===== src/rtl/plxd_pkg.sv =====
package plxd_pkg;

  localparam int unsigned MaxPayload = 64;
  localparam int unsigned IdxW       = $clog2(MaxPayload);
  localparam int unsigned LenW       = $clog2(MaxPayload + 1);

  localparam logic [7:0] PreambleByte = 8'hBC;
  localparam logic [7:0] XorSeed      = 8'hFF;
  localparam logic [LenW-1:0] CopyLimitReset = LenW'(MaxPayload);

  typedef enum logic [1:0] {
    StPayloadByte = 2'd0,
    StEmptyFrame  = 2'd1,
    StCheckError  = 2'd2,
    StLenTooLarge = 2'd3
  } status_e;

endpackage


===== src/rtl/preamble_length_xor_deframer_top.sv =====
// preamble-synchronised, length-prefixed frame receiver with an xor check
//
// in channel (in_valid_i/in_ready_o, rx_byte_i): one received byte per word.
// the block drops bytes until the preamble 0xbc, then takes the command/flags
// byte, a 16-bit little-endian length and the payload, which it writes into a
// 64 x 8 payload ram, then the check byte (xor of 0xff and all frame bytes).
// out channel (out_valid_o/out_ready_i): on a good check the first
// min(copy_limit, length) payload bytes leave one word each; an empty
// delivery gives one status 1 word, a bad check one status 2 word and a
// length above 64 one status 3 word at the second length byte.
// cfg channel (cfg_valid_i/cfg_ready_o, cfg_copy_limit_i) sets copy_limit;
// always ready, write only while idle.
// throughput: header and payload bytes are taken one per cycle while the
// output register is free; a single-word result appears in the output
// register the cycle after its byte. a good check starts a drain from the
// payload ram: one read per cycle into the ram read register, then the
// output register, the rest following one per cycle; no byte is taken
// during the drain. a stalled receiver holds the output register, which
// stops further bytes and the ram reads. reset returns to hunting with
// copy_limit 64; the ram is not cleared: only current-frame entries are read.
module preamble_length_xor_deframer_top
  import plxd_pkg::*;
(
  input  logic            clk_i,
  input  logic            rst_ni,
  input  logic            in_valid_i,
  output logic            in_ready_o,
  input  logic [7:0]      rx_byte_i,
  output logic            out_valid_o,
  input  logic            out_ready_i,
  output logic [1:0]      status_o,
  output logic [3:0]      command_o,
  output logic [3:0]      frame_flags_o,
  output logic [7:0]      data_byte_o,
  output logic [6:0]      delivered_len_o,
  output logic            last_o,
  input  logic            cfg_valid_i,
  output logic            cfg_ready_o,
  input  logic [6:0]      cfg_copy_limit_i
);

  typedef enum logic [2:0] {
    PhHunt,
    PhHdr1,
    PhLenLo,
    PhLenHi,
    PhPayload,
    PhCheck,
    PhDrain
  } phase_e;

  phase_e          phase_q, phase_d;
  logic [7:0]      xor_q, xor_d;
  logic [7:0]      hdr_q, hdr_d;
  logic [7:0]      len_lo_q, len_lo_d;
  logic [LenW-1:0] len_q, len_d;
  logic [LenW-1:0] seen_q, seen_d;
  logic [LenW-1:0] dlen_q, dlen_d;
  logic [LenW-1:0] rd_cnt_q, rd_cnt_d;
  logic [LenW-1:0] ld_cnt_q, ld_cnt_d;
  logic            rdata_vld_q, rdata_vld_d;
  logic [6:0]      copy_limit_q, copy_limit_d;

  logic            out_valid_q, out_valid_d;
  status_e         status_q, status_d;
  logic [7:0]      out_hdr_q, out_hdr_d;
  logic [7:0]      data_q, data_d;
  logic [6:0]      out_dlen_q, out_dlen_d;
  logic            last_q, last_d;

  logic [7:0]      mem_q [MaxPayload];
  logic [7:0]      rdata_q;

  logic            in_fire, out_free, wr_en, rd_en, ld_fire, ld_last;
  logic [15:0]     full_len;
  logic [6:0]      dlen_calc;

  assign out_free   = !out_valid_q || out_ready_i;
  assign in_ready_o = (phase_q != PhDrain) && out_free;
  assign in_fire    = in_valid_i && in_ready_o;
  assign cfg_ready_o = 1'b1;

  assign full_len  = {rx_byte_i, len_lo_q};
  assign dlen_calc = (7'(len_q) > copy_limit_q) ? copy_limit_q : 7'(len_q);

  assign wr_en   = in_fire && (phase_q == PhPayload);
  assign ld_fire = (phase_q == PhDrain) && rdata_vld_q && out_free;
  assign ld_last = (ld_cnt_q + LenW'(1)) == dlen_q;
  assign rd_en   = (phase_q == PhDrain) && (rd_cnt_q < dlen_q) &&
                   (!rdata_vld_q || ld_fire);

  // payload ram, synchronous read
  always_ff @(posedge clk_i) begin
    if (wr_en) begin
      mem_q[seen_q[IdxW-1:0]] <= rx_byte_i;
    end
    if (rd_en) begin
      rdata_q <= mem_q[rd_cnt_q[IdxW-1:0]];
    end
  end

  always_comb begin
    phase_d      = phase_q;
    xor_d        = xor_q;
    hdr_d        = hdr_q;
    len_lo_d     = len_lo_q;
    len_d        = len_q;
    seen_d       = seen_q;
    dlen_d       = dlen_q;
    rd_cnt_d     = rd_cnt_q;
    ld_cnt_d     = ld_cnt_q;
    rdata_vld_d  = rdata_vld_q;
    copy_limit_d = copy_limit_q;
    out_valid_d  = out_valid_q && !out_ready_i;
    status_d     = status_q;
    out_hdr_d    = out_hdr_q;
    data_d       = data_q;
    out_dlen_d   = out_dlen_q;
    last_d       = last_q;

    if (cfg_valid_i) begin
      copy_limit_d = cfg_copy_limit_i;
    end

    if (in_fire) begin
      case (phase_q)
        PhHunt: begin
          if (rx_byte_i == PreambleByte) begin
            xor_d   = XorSeed ^ PreambleByte;
            phase_d = PhHdr1;
          end
        end
        PhHdr1: begin
          hdr_d   = rx_byte_i;
          xor_d   = xor_q ^ rx_byte_i;
          phase_d = PhLenLo;
        end
        PhLenLo: begin
          len_lo_d = rx_byte_i;
          xor_d    = xor_q ^ rx_byte_i;
          phase_d  = PhLenHi;
        end
        PhLenHi: begin
          xor_d  = xor_q ^ rx_byte_i;
          seen_d = '0;
          len_d  = LenW'(full_len);
          if (full_len > 16'(MaxPayload)) begin
            out_valid_d = 1'b1;
            status_d    = StLenTooLarge;
            out_hdr_d   = hdr_q;
            data_d      = '0;
            out_dlen_d  = '0;
            last_d      = 1'b1;
            phase_d     = PhHunt;
          end else if (full_len == 16'd0) begin
            phase_d = PhCheck;
          end else begin
            phase_d = PhPayload;
          end
        end
        PhPayload: begin
          xor_d  = xor_q ^ rx_byte_i;
          seen_d = seen_q + LenW'(1);
          if ((seen_q + LenW'(1)) >= len_q) begin
            phase_d = PhCheck;
          end
        end
        PhCheck: begin
          phase_d = PhHunt;
          if (rx_byte_i != xor_q) begin
            out_valid_d = 1'b1;
            status_d    = StCheckError;
            out_hdr_d   = hdr_q;
            data_d      = '0;
            out_dlen_d  = '0;
            last_d      = 1'b1;
          end else if (dlen_calc == 7'd0) begin
            out_valid_d = 1'b1;
            status_d    = StEmptyFrame;
            out_hdr_d   = hdr_q;
            data_d      = '0;
            out_dlen_d  = '0;
            last_d      = 1'b1;
          end else begin
            dlen_d      = LenW'(dlen_calc);
            rd_cnt_d    = '0;
            ld_cnt_d    = '0;
            rdata_vld_d = 1'b0;
            phase_d     = PhDrain;
          end
        end
        default: begin
          phase_d = PhHunt;
        end
      endcase
    end

    // drain: the registered ram read data feeds the output register
    if (phase_q == PhDrain) begin
      if (rd_en) begin
        rd_cnt_d    = rd_cnt_q + LenW'(1);
        rdata_vld_d = 1'b1;
      end else if (ld_fire) begin
        rdata_vld_d = 1'b0;
      end
      if (ld_fire) begin
        out_valid_d = 1'b1;
        status_d    = StPayloadByte;
        out_hdr_d   = hdr_q;
        data_d      = rdata_q;
        out_dlen_d  = 7'(dlen_q);
        last_d      = ld_last;
        ld_cnt_d    = ld_cnt_q + LenW'(1);
        if (ld_last) begin
          phase_d = PhHunt;
        end
      end
    end
  end

  always_ff @(posedge clk_i or negedge rst_ni) begin
    if (!rst_ni) begin
      phase_q      <= PhHunt;
      xor_q        <= XorSeed;
      hdr_q        <= '0;
      len_lo_q     <= '0;
      len_q        <= '0;
      seen_q       <= '0;
      dlen_q       <= '0;
      rd_cnt_q     <= '0;
      ld_cnt_q     <= '0;
      rdata_vld_q  <= 1'b0;
      copy_limit_q <= 7'(CopyLimitReset);
      out_valid_q  <= 1'b0;
      status_q     <= StPayloadByte;
      out_hdr_q    <= '0;
      data_q       <= '0;
      out_dlen_q   <= '0;
      last_q       <= 1'b0;
    end else begin
      phase_q      <= phase_d;
      xor_q        <= xor_d;
      hdr_q        <= hdr_d;
      len_lo_q     <= len_lo_d;
      len_q        <= len_d;
      seen_q       <= seen_d;
      dlen_q       <= dlen_d;
      rd_cnt_q     <= rd_cnt_d;
      ld_cnt_q     <= ld_cnt_d;
      rdata_vld_q  <= rdata_vld_d;
      copy_limit_q <= copy_limit_d;
      out_valid_q  <= out_valid_d;
      status_q     <= status_d;
      out_hdr_q    <= out_hdr_d;
      data_q       <= data_d;
      out_dlen_q   <= out_dlen_d;
      last_q       <= last_d;
    end
  end

  assign out_valid_o     = out_valid_q;
  assign status_o        = status_q;
  assign command_o       = out_hdr_q[3:0];
  assign frame_flags_o   = out_hdr_q[7:4];
  assign data_byte_o     = data_q;
  assign delivered_len_o = out_dlen_q;
  assign last_o          = last_q;

endmodule


===== config.mk =====
export PLATFORM = sky130hd
export DESIGN_NAME = preamble_length_xor_deframer_top
export DESIGN_NICKNAME = d
export VERILOG_FILES = /design/src/rtl/plxd_pkg.sv /design/src/rtl/preamble_length_xor_deframer_top.sv
export SDC_FILE = /design/constraint.sdc
export NUM_CORES = 1
export LEC_CHECK = 0
export BUFFER_PORTS_ARGS = -buffer_cell sky130_fd_sc_hd__buf_2
export CORE_MARGIN = 2
export CORE_UTILIZATION = 35
export DETAILED_ROUTE_END_ITERATION = 10
export HOLD_SLACK_MARGIN = 0.08
export PLACE_DENSITY = 0.52
export SLEW_MARGIN = 20
export SYNTH_ARGS = -nofsm -noshare
export SYNTH_HDL_FRONTEND = slang
export SYNTH_SLANG_ARGS = --single-unit

===== constraint.sdc =====
create_clock -name clk_i -period 3.9 [get_ports clk_i]
set_clock_uncertainty 0.2 [all_clocks]
set_input_delay 0.195 -clock clk_i [delete_from_list [all_inputs] [get_ports clk_i]]
set_output_delay 0.195 -clock clk_i [all_outputs]
set_load 0.005 [all_outputs]

# == Word-level counts from Yosys, hierarchy flattened ==
# Memory sizes are Yosys's and may differ from the RTL's. A register that Yosys moved wholly into a read port is not among the register bits.
# Cells that the tools add are included.
# word_totals
output_inout_bits,29
memories,1
ff_bits,97
ram_bits,512
wordCells,142
# op_classes
mux,78
magnitude_cmp,4
bitwise,3
reduce_logical,25
n_addsub,3
n_eq_ne,11
# memory_table
name,depth,width,rd,rd_ports_with_merged_regs,wr,line,text
mem_q,64,8,1,1,1,preamble_length_xor_deframer_top.sv:71,logic [7:0] mem_q [MaxPayload];
# ops
cell,count
$mux W7,19
$mux W8,13
$pmux W8 S2,3
$pmux W7 S2,2
$mux W3,9
$mux W1,22
$add A7 B1 Y7 const B,3
$pmux W3 S6,1
$gt A16 B7 Y1 const B,1
$logic_not A16 Y1,1
$mux W2,6
$eq A3 B3 Y1 const B,3
$eq A8 B8 Y1 const B,1
$logic_and A1 B1 Y1,8
$ne A8 B8 Y1,1
$reduce_and A2 Y1,4
$xor A8 B8 Y8,1
$eq A7 B7 Y1,1
$ge A7 B7 Y1,1
$gt A7 B7 Y1,1
$logic_not A7 Y1,1
$lt A7 B7 Y1,1
$eq A3 B2 Y1 const B,2
$pmux W1 S2,2
12 further kinds,17

# == Depth between registers and ports, before layout ==
# Gate-level depths: netlist (run 1).
# depth
ltp_word,10
ltp_mapped,10

# == Worst setup path before layout (run 1) ==
# OpenSTA, ideal clock, no wires.
# synth_timing
path_kind,register to register
start,register copy_limit_q[6]
end,register ld_cnt_q[2]
required_time_ns,3.576
path_buffers,1
t_arrival_ns,2.673
stages_incl_launch_ff,10
path_slack_ns,0.903
path_cell_list,dfstp_2 inv_1 ha_1 a21oi_1 o21ai_0 or2_2 clkbuf_2 a2111oi_4 nor2_1 a211o_1
# synth_via
elab_chain_cells,9
# synth_rtl
element,line,text
from (decl),preamble_length_xor_deframer_top.sv:62,"logic [6:0] copy_limit_q, copy_limit_d;"
from (signal assigned),preamble_length_xor_deframer_top.sv:233,copy_limit_q <= 7'(CopyLimitReset);
from (signal assigned),preamble_length_xor_deframer_top.sv:251,copy_limit_q <= copy_limit_d;
$gt A7 B7 Y1,preamble_length_xor_deframer_top.sv:84,assign dlen_calc = (7'(len_q) > copy_limit_q) ? copy_limit_q : 7'(len_q);
$mux W7 *,preamble_length_xor_deframer_top.sv:84,
$logic_not A7 Y1 *,preamble_length_xor_deframer_top.sv:177,end else if (dlen_calc == 7'd0) begin
$mux W7 *,preamble_length_xor_deframer_top.sv:177,
$mux W7 *,preamble_length_xor_deframer_top.sv:170,if (rx_byte_i != xor_q) begin
$mux W7 *,preamble_length_xor_deframer_top.sv:126,case (phase_q)
$mux W7 *,preamble_length_xor_deframer_top.sv:125,if (in_fire) begin
$mux W7,preamble_length_xor_deframer_top.sv:206,if (ld_fire) begin
$mux W7 *,preamble_length_xor_deframer_top.sv:199,if (phase_q == PhDrain) begin
named net ld_cnt_d[2],preamble_length_xor_deframer_top.sv:60,"logic [LenW-1:0] ld_cnt_q, ld_cnt_d;"
to (signal assigned),preamble_length_xor_deframer_top.sv:249,ld_cnt_q <= ld_cnt_d;
to (decl),preamble_length_xor_deframer_top.sv:60,
# Mark *: on every way through the listed nets, which the timed path passes. The rest lies on a longest branch.
# A chain may end at the register's enable or synchronous reset.

# == Final worst setup path (run 1) ==
# layout_timing
start,register phase_q[0]
end,memory mem_q[48][1] (enable)
# layout_via
elab_chain_cells,6
elab_cells_between_ends,7
classes_between,eq/ne (2); mux (2); reduce/logical (3)
# layout_rtl
element,line,text
from (decl),preamble_length_xor_deframer_top.sv:52,"phase_e phase_q, phase_d;"
from (signal assigned),preamble_length_xor_deframer_top.sv:223,phase_q <= PhHunt;
from (signal assigned),preamble_length_xor_deframer_top.sv:241,phase_q <= phase_d;
$ne A3 B3 Y1,preamble_length_xor_deframer_top.sv:79,assign in_ready_o = (phase_q != PhDrain) && out_free;
$logic_and A1 B1 Y1,preamble_length_xor_deframer_top.sv:79,
$logic_and A1 B1 Y1,preamble_length_xor_deframer_top.sv:80,assign in_fire = in_valid_i && in_ready_o;
$logic_and A1 B1 Y1 *,preamble_length_xor_deframer_top.sv:86,assign wr_en = in_fire && (phase_q == PhPayload);
$mux W1 *,preamble_length_xor_deframer_top.sv:94,if (wr_en) begin
$mux W1 (not written as such) *,preamble_length_xor_deframer_top.sv:95,mem_q[seen_q[IdxW-1:0]] <= rx_byte_i;
to (decl),preamble_length_xor_deframer_top.sv:71,
# Every way passes the cells marked *; elsewhere a longest branch is shown, timed or not.

==> results.yml, run 1 <==
sta:
  fin_crit_sh_pct: 86.38
  rsz0062_at_grt: "false"
  report.final.slew_viol_count: 0
  fmax_mhz: 296.9
  setup_tns_ns: 0
  worst_pin_slew_ns: 0.9686
  relSlewSlack_pct: 35.19
  hold_violations: 0
  min_period_ns: 3.369
  finalSetupViolations: 0
cts:
  cts-root-buf: "clkbuf_16"
  cts_tree: "yes"
  postCtsHoldBufs: 29
  cts_buffer_depth: 3
  clkSinkCount: 617
  htreeDepth: 3
  cts.clk_slew.worst_paths_ns: 0.05
  cts_resized: 0
  cts_made_buffers: 67
  postCtsSetupRepairBufs: 0
  worst_skew_pair.late_latency_ns: 0.61
floorplanning:
  dieArea_mm2: 0.07471
  start_util_pct: 35.45
  core_area_mm2: 0.07161
  num_rows: 98
  die_x_um: 273.3
  die_h_um: 273.3
  io-pin-count: 49
pwr:
  pwr-share-comb_pct: 9.5
  p_leak_nw: 9.795
  internal_power_mw: 11.54
  power_switching_mw: 3.643
  vdd_drop_max_mv: 0.3302
  powerDensity_mw_per_mm2: 514.0
  p_sw_share_pct: 23.99
  power_mw: 15.18
  seq_power_share_pct: 50.7
  clkPwrFrac_pct: 39.9
synth:
  synth.avg_cell_area_um2: 18.30
  synth-edff-count: 520
  ys.warnings.count: 0
  yosysSeqAreaShare_pct: 71.11
  synth_seq_cells: 617
  post_synth_num_cell_types: 71
  syn_nets: 1430
  synthArstFlopShare_pct: 15.72
  synth_top_flop_cell: "edfxtp_1"
  synthesis.instances: 1387
  synth_area_mm2: 0.02539
global_route:
  grt-ovfl-total: 0
  grt_first_pass_wirelength_um: 92420
  grt_pass1_vias: 13630
  globalRouteTotalUtil_pct: 16.92
  antenna_found_initial: 1
  grt_max_degree: 71
route:
  drc: 0
  vias_per_cell: 5.246
  vias: 13290
  wl_per_cell_um: 24.47
  wl_um: 61980
  ant_nets: 0
  drt_iter0_drc: 1238
  firstDrtPassIters: 5
critical_path:
  r2r-end: "mem_q[48][1]"
  cp_slowest_stage_delay_ns: 0.80
  worstPathArrival_ns: 3.38
  endpoint_kind: "register"
  reg2reg_slack_ns: 0.53
  crit_type: "reg -> reg"
  path_common_cell: "nor2_1"
  cp_cell_sequence: "nor2_1 > nand4_1 > nor2_1 > nand2_1 > nor2_1"
  critical_path.max_fanout: 9
  r2r_cells: 5
  reg2reg_from: "phase_q[0]"
  cp.required_ns: 3.91
  start_kind: "register"
  cp_slowest_cell: "nor2_1"
final_layout:
  fin_nets: 1577
  antenna_cells: 0
  drive_above_1_share_pct: 27.98
  layout-area-overhead-vs-synth_pct: 16.37
placement:
  gp_congestion: 0.8086
  port_buffers: 47
  dp_hpwl_um: 40060
hold_path:
  min_path_type: "in -> async"
flow_run:
  cap_violations: 0
run_status:
  status: "completed"
## sequential cells by signal, summed over array words and instances, names as in the netlist, 8 cells and up
name         cells
mem_q          512
data_byte_o      8
hdr_q            8
len_lo_q         8
out_hdr_q        8
rdata_q          8
xor_q            8
## Yosys cell counts (19+ instances only)
cell	number	area share, %
o21ai_0	30	0.59
mux2_2	30	1.3
dfrtp_1	88	8.7
nand2_1	85	1.3
clkbuf_1	41	0.61
mux4_2	160	14
nand3_1	25	0.49
nor2_1	94	1.4
a21oi_1	19	0.37
edfxtp_1	520	62
inv_1	31	0.46
ha_1	23	1.1
## through the flow
step                hold WS, ns  setup slack (ns)  utilization, %  std cells  instance area [um2]
finish                  0.06634            0.5314           41.26       2533                29540
CTS                     0.09798            0.5523           41.26       2533                29540
global route             0.1549            0.2560           41.26       2533                29540
global placement         0.1926            0.6711           37.95       2386                27180
detailed placement       0.1975            0.5529           37.95       2386                27180
floorplan               -0.3006            0.9032               -       1387                25390
## layer usage
| layer | part of all wire, % | GRT usage, % | routed length, um | vias up |
|---|---|---|---|---|
| li1 | - | - | - | 5840 |
| met2 | 46 | 25.78 | 28280 | 369 |
| met4 | 2.3 | 4.630 | 1400 | 0 |
| met1 | 47 | 25.00 | 29080 | 6997 |
| met5 | 0 | 0 | 0 | - |
| met3 | 5.2 | 2.982 | 3220 | 83 |
## how the worst max path moves through the flow
| stage | start | end | slack [ns] |
|---|---|---|---|
| final | phase_q[0] | mem_q[48][1] | 0.53 |
| after global routing | phase_q[1] | mem_q[49][6] | 0.26 |
| after CTS | phase_q[1] | mem_q[48][1] | 0.55 |
| after detailed placement | phase_q[0] | mem_q[1][6] | 0.55 |
| after global placement | phase_q[1] | mem_q[0][3] | 0.67 |
| after floorplan | copy_limit_q[6] | ld_cnt_q[2] | 0.90 |
## cell type report
class                      instances  area (um2)
clock buffer                      86        1768
clock inverter                    32       309.0
fill                            6431       42070
inverter                          32       120.1
multi-input combinational        666        6899
sequential                       617       18060
tap                              950        1189
timing repair buffer             150        1196
## worst max-delay path, delay by kind of cell, from the launching register on
| kind | cells | cell delay (ns) |
|---|---|---|
| simple gates | 5 | 2.33 |
| flops | 1 | 0.47 |
## power by group through the flow
| stage | Combinational, mW | Sequential, mW | Clock (mW) |
|---|---|---|---|
| 2_1_floorplan | 0.961 | 7.73 | 0 |
| 3_3_place_gp | 1.40 | 7.82 | 0 |
| 3_5_place_dp | 1.42 | 7.83 | 0 |
| 4_1_cts | 1.45 | 7.69 | 6.21 |
| 5_1_grt | 1.59 | 7.73 | 6.47 |
| 6_report | 1.44 | 7.69 | 6.05 |
## layout by cell type, fill, tap and decap left out, types with 15 or more instances in the layout
cell and instances:
dfrtp_1 85, buf_4 66, a21oi_1 19, buf_2 46, a22oi_1 16, edfxtp_1 520, o21ai_0 30, inv_1 31
ha_1 23, nand3_1 25, clkbuf_1 17, nand2_1 85, dlygate4sd3_1 29, mux2_2 30, xor2_1 15, mux4_2 160
clkbuf_16 67, nor2_1 94
## logic make-up (layout without fill, tap and decap cells)
logic type | count (synthesis) | count (layout) | synth area share (%)
other cells | 1 | 1 | 0.01477
fa+ha+maj | 23 | 23 | 1.134
mux | 202 | 202 | 16.00
flops | 617 | 617 | 71.11
xor+xnor | 26 | 26 | 0.8970
buf+inv | 104 | 300 | 1.715
compound gates | 139 | 139 | 3.923
simple gates | 275 | 275 | 5.204
Power figures use the tool's default switching activity.
==> run 2, diff against run 1 <==
--- a/config.mk
+++ b/config.mk
@@ -7,10 +7,10 @@
 export LEC_CHECK = 0
 export BUFFER_PORTS_ARGS = -buffer_cell sky130_fd_sc_hd__buf_2
 export CORE_MARGIN = 2
-export CORE_UTILIZATION = 35
+export CORE_UTILIZATION = 55
 export DETAILED_ROUTE_END_ITERATION = 10
 export HOLD_SLACK_MARGIN = 0.08
-export PLACE_DENSITY = 0.52
+export PLACE_DENSITY = 0.73
 export SLEW_MARGIN = 20
 export SYNTH_ARGS = -nofsm -noshare
 export SYNTH_HDL_FRONTEND = slang
==> constraint.sdc (replaced) <==
create_clock -name clk_i -period 3.6 [get_ports clk_i]
set_clock_uncertainty 0.2 [all_clocks]
set_input_delay 0.18 -clock clk_i [delete_from_list [all_inputs] [get_ports clk_i]]
set_output_delay 0.18 -clock clk_i [all_outputs]
set_load 0.005 [all_outputs]
==> run 2 against run 1 <==
Clock power increased by 5.1%. Die area decreased by 36%. Clock-buffer cell count decreased by 12. Critical path type unchanged. Flip-flop and latch count unchanged. Highest routed layer unchanged.
==> results.yml, run 2 (synthesized netlist as in run 1, its figures left out) <==
final_layout:
  mostFrequentLayoutCell: "edfxtp_1"
  drive_above_1_share_pct: 29.70
  layout-area-overhead-vs-synth_pct: 15.45
  antenna_cells: 0
  largest_reg_flops: 512
  stdcell_count: 2213
  fin_nets: 1608
  final_cell_mix: "edfxtp_1 (520), mux4_2 (160), buf_4 (104)"
route:
  drt_iter0_drc: 1610
  drc: 0
  wl_um: 58250
  vias: 13740
  firstDrtPassIters: 5
  vias_per_cell: 6.208
  wl_per_cell_um: 26.32
  ant_nets: 0
sta:
  hold_violations: 0
  fin_crit_sh_pct: 89.06
  rsz0062_at_grt: "false"
  report.final.slew_viol_count: 0
  min_period_ns: 3.206
  finalSetupViolations: 0
  fmax_mhz: 311.9
  hold_ws_ns: 0.1112
  relSlewSlack_pct: 44.85
  setup_slack_ns: 0.3939
  setup_tns_ns: 0
  worst_pin_slew_ns: 0.8273
critical_path:
  r2r_cells: 8
  crit_type: "reg -> reg"
  cp_cell_sequence: "inv_1 > ha_1 > a21oi_1 > o21ai_0 > or2_2 > a211o_2 > a21oi_2 > mux2_2"
  critical_path.max_fanout: 8
  reg2reg_slack_ns: 0.39
  cp_slowest_cell: "dfstp_2"
  start_kind: "register"
  crit_buf_inv: 1
  r2r-end: "out_hdr_q[2]"
  cp_slowest_stage_delay_ns: 0.56
  endpoint_kind: "register"
  reg2reg_from: "copy_limit_q[6]"
  cp_top_family: "compound AO/OA/AOI/OAI gates"
  worstPathArrival_ns: 3.50
  cp.required_ns: 3.89
floorplanning:
  io-pin-count: 49
  start_util_pct: 55.82
  core_area_mm2: 0.04548
  die_x_um: 218.9
  num_rows: 78
  die_h_um: 218.9
  dieArea_mm2: 0.04790
global_route:
  grt_max_degree: 70
  globalRouteTotalUtil_pct: 25.09
  antenna_found_initial: 1
  grt_pass1_vias: 14040
  grt_first_pass_wirelength_um: 87970
  grt-ovfl-total: 0
hold_path:
  min_path_type: "in -> reg"
  whs_path_depth: 2
  whs_endpoint: "mem_q[33][4]"
  hp-start: "rx_byte_i[4]"
run_status:
  status: "completed"
flow_run:
  cap_violations: 0
cts:
  worst_skew_pair.late_latency_ns: 0.61
  htreeDepth: 2
  cts-root-buf: "clkbuf_16"
  cts_made_buffers: 59
  clkSinkCount: 617
  cts_buffer_depth: 3
  cts.clk_slew.worst_paths_ns: 0.07
  cts_tree: "yes"
pwr:
  p_leak_nw: 9.944
  vdd_drop_max_mv: 0.4508
  powerDensity_mw_per_mm2: 554.7
  power_mw: 16.26
placement:
  gp_congestion: 0.8346
  dpl_worst_slack_ns: 0.4343
  dp_hpwl_um: 36150
  port_buffers: 47
  place_inst: 2073
## run 2: cell type report
| class | instances | area, um2 |
|---|---|---|
| sequential | 617 | 18060 |
| fill | 3114 | 16170 |
| multi-input combinational | 666 | 6899 |
| clock buffer | 74 | 1563 |
| timing repair buffer | 189 | 1481 |
| tap | 600 | 750.7 |
| clock inverter | 35 | 434.2 |
| inverter | 32 | 120.1 |
## run 2: where the power goes
group | switching, mW | total, mW | internal (mW)
clock | 2.64 | 6.36 | 3.72
sequential | 0.280 | 8.33 | 8.05
combinational | 0.850 | 1.56 | 0.715
## run 2: per-layer routing
metal / up-vias / global-route usage (%) / share of wire [%]
met1: 7111 / 34.63 / 40
li1: 5888 / - / -
met5: - / 0 / 0
met3: 122 / 5.419 / 8.4
met4: 0 / 8.311 / 3.0
met2: 617 / 40.31 / 49
## run 2: worst max-delay path by stage
| stage | startpoint | to | depth (start not counted) |
|---|---|---|---|
| 4_1_cts | copy_limit_q[6] | out_hdr_q[2] | 8 |
| 5_1_grt | copy_limit_q[6] | out_hdr_q[2] | 8 |
| 2_1_floorplan | copy_limit_q[6] | ld_cnt_q[2] | 9 |
| 6_report | copy_limit_q[6] | out_hdr_q[2] | 8 |
| 3_5_place_dp | copy_limit_q[6] | out_hdr_q[2] | 8 |
| 3_3_place_gp | copy_limit_q[6] | out_hdr_q[2] | 8 |
## run 2: worst register-to-register path, cell delays in order (launching register included)
cell     delay, ns
dfstp_2       0.56
inv_1         0.06
ha_1          0.31
a21oi_1       0.16
o21ai_0       0.21
or2_2         0.43
a211o_2       0.36
a21oi_2       0.39
mux2_2        0.40
## run 2: stage by stage
step / util (%) / instance area, um2
3_3_place_gp: 59.38 / 27000
3_5_place_dp: 59.38 / 27000
2_1_floorplan: - / 25390
5_1_grt: 64.45 / 29310
4_1_cts: 64.45 / 29310
6_report: 64.45 / 29310
## run 2: repair_timing
action,4_1_cts,5_1_grt
buffers inserted,0,0
hold buffers,31,0
gates resized for setup,0,0
endpoints found under the hold margin,93,0
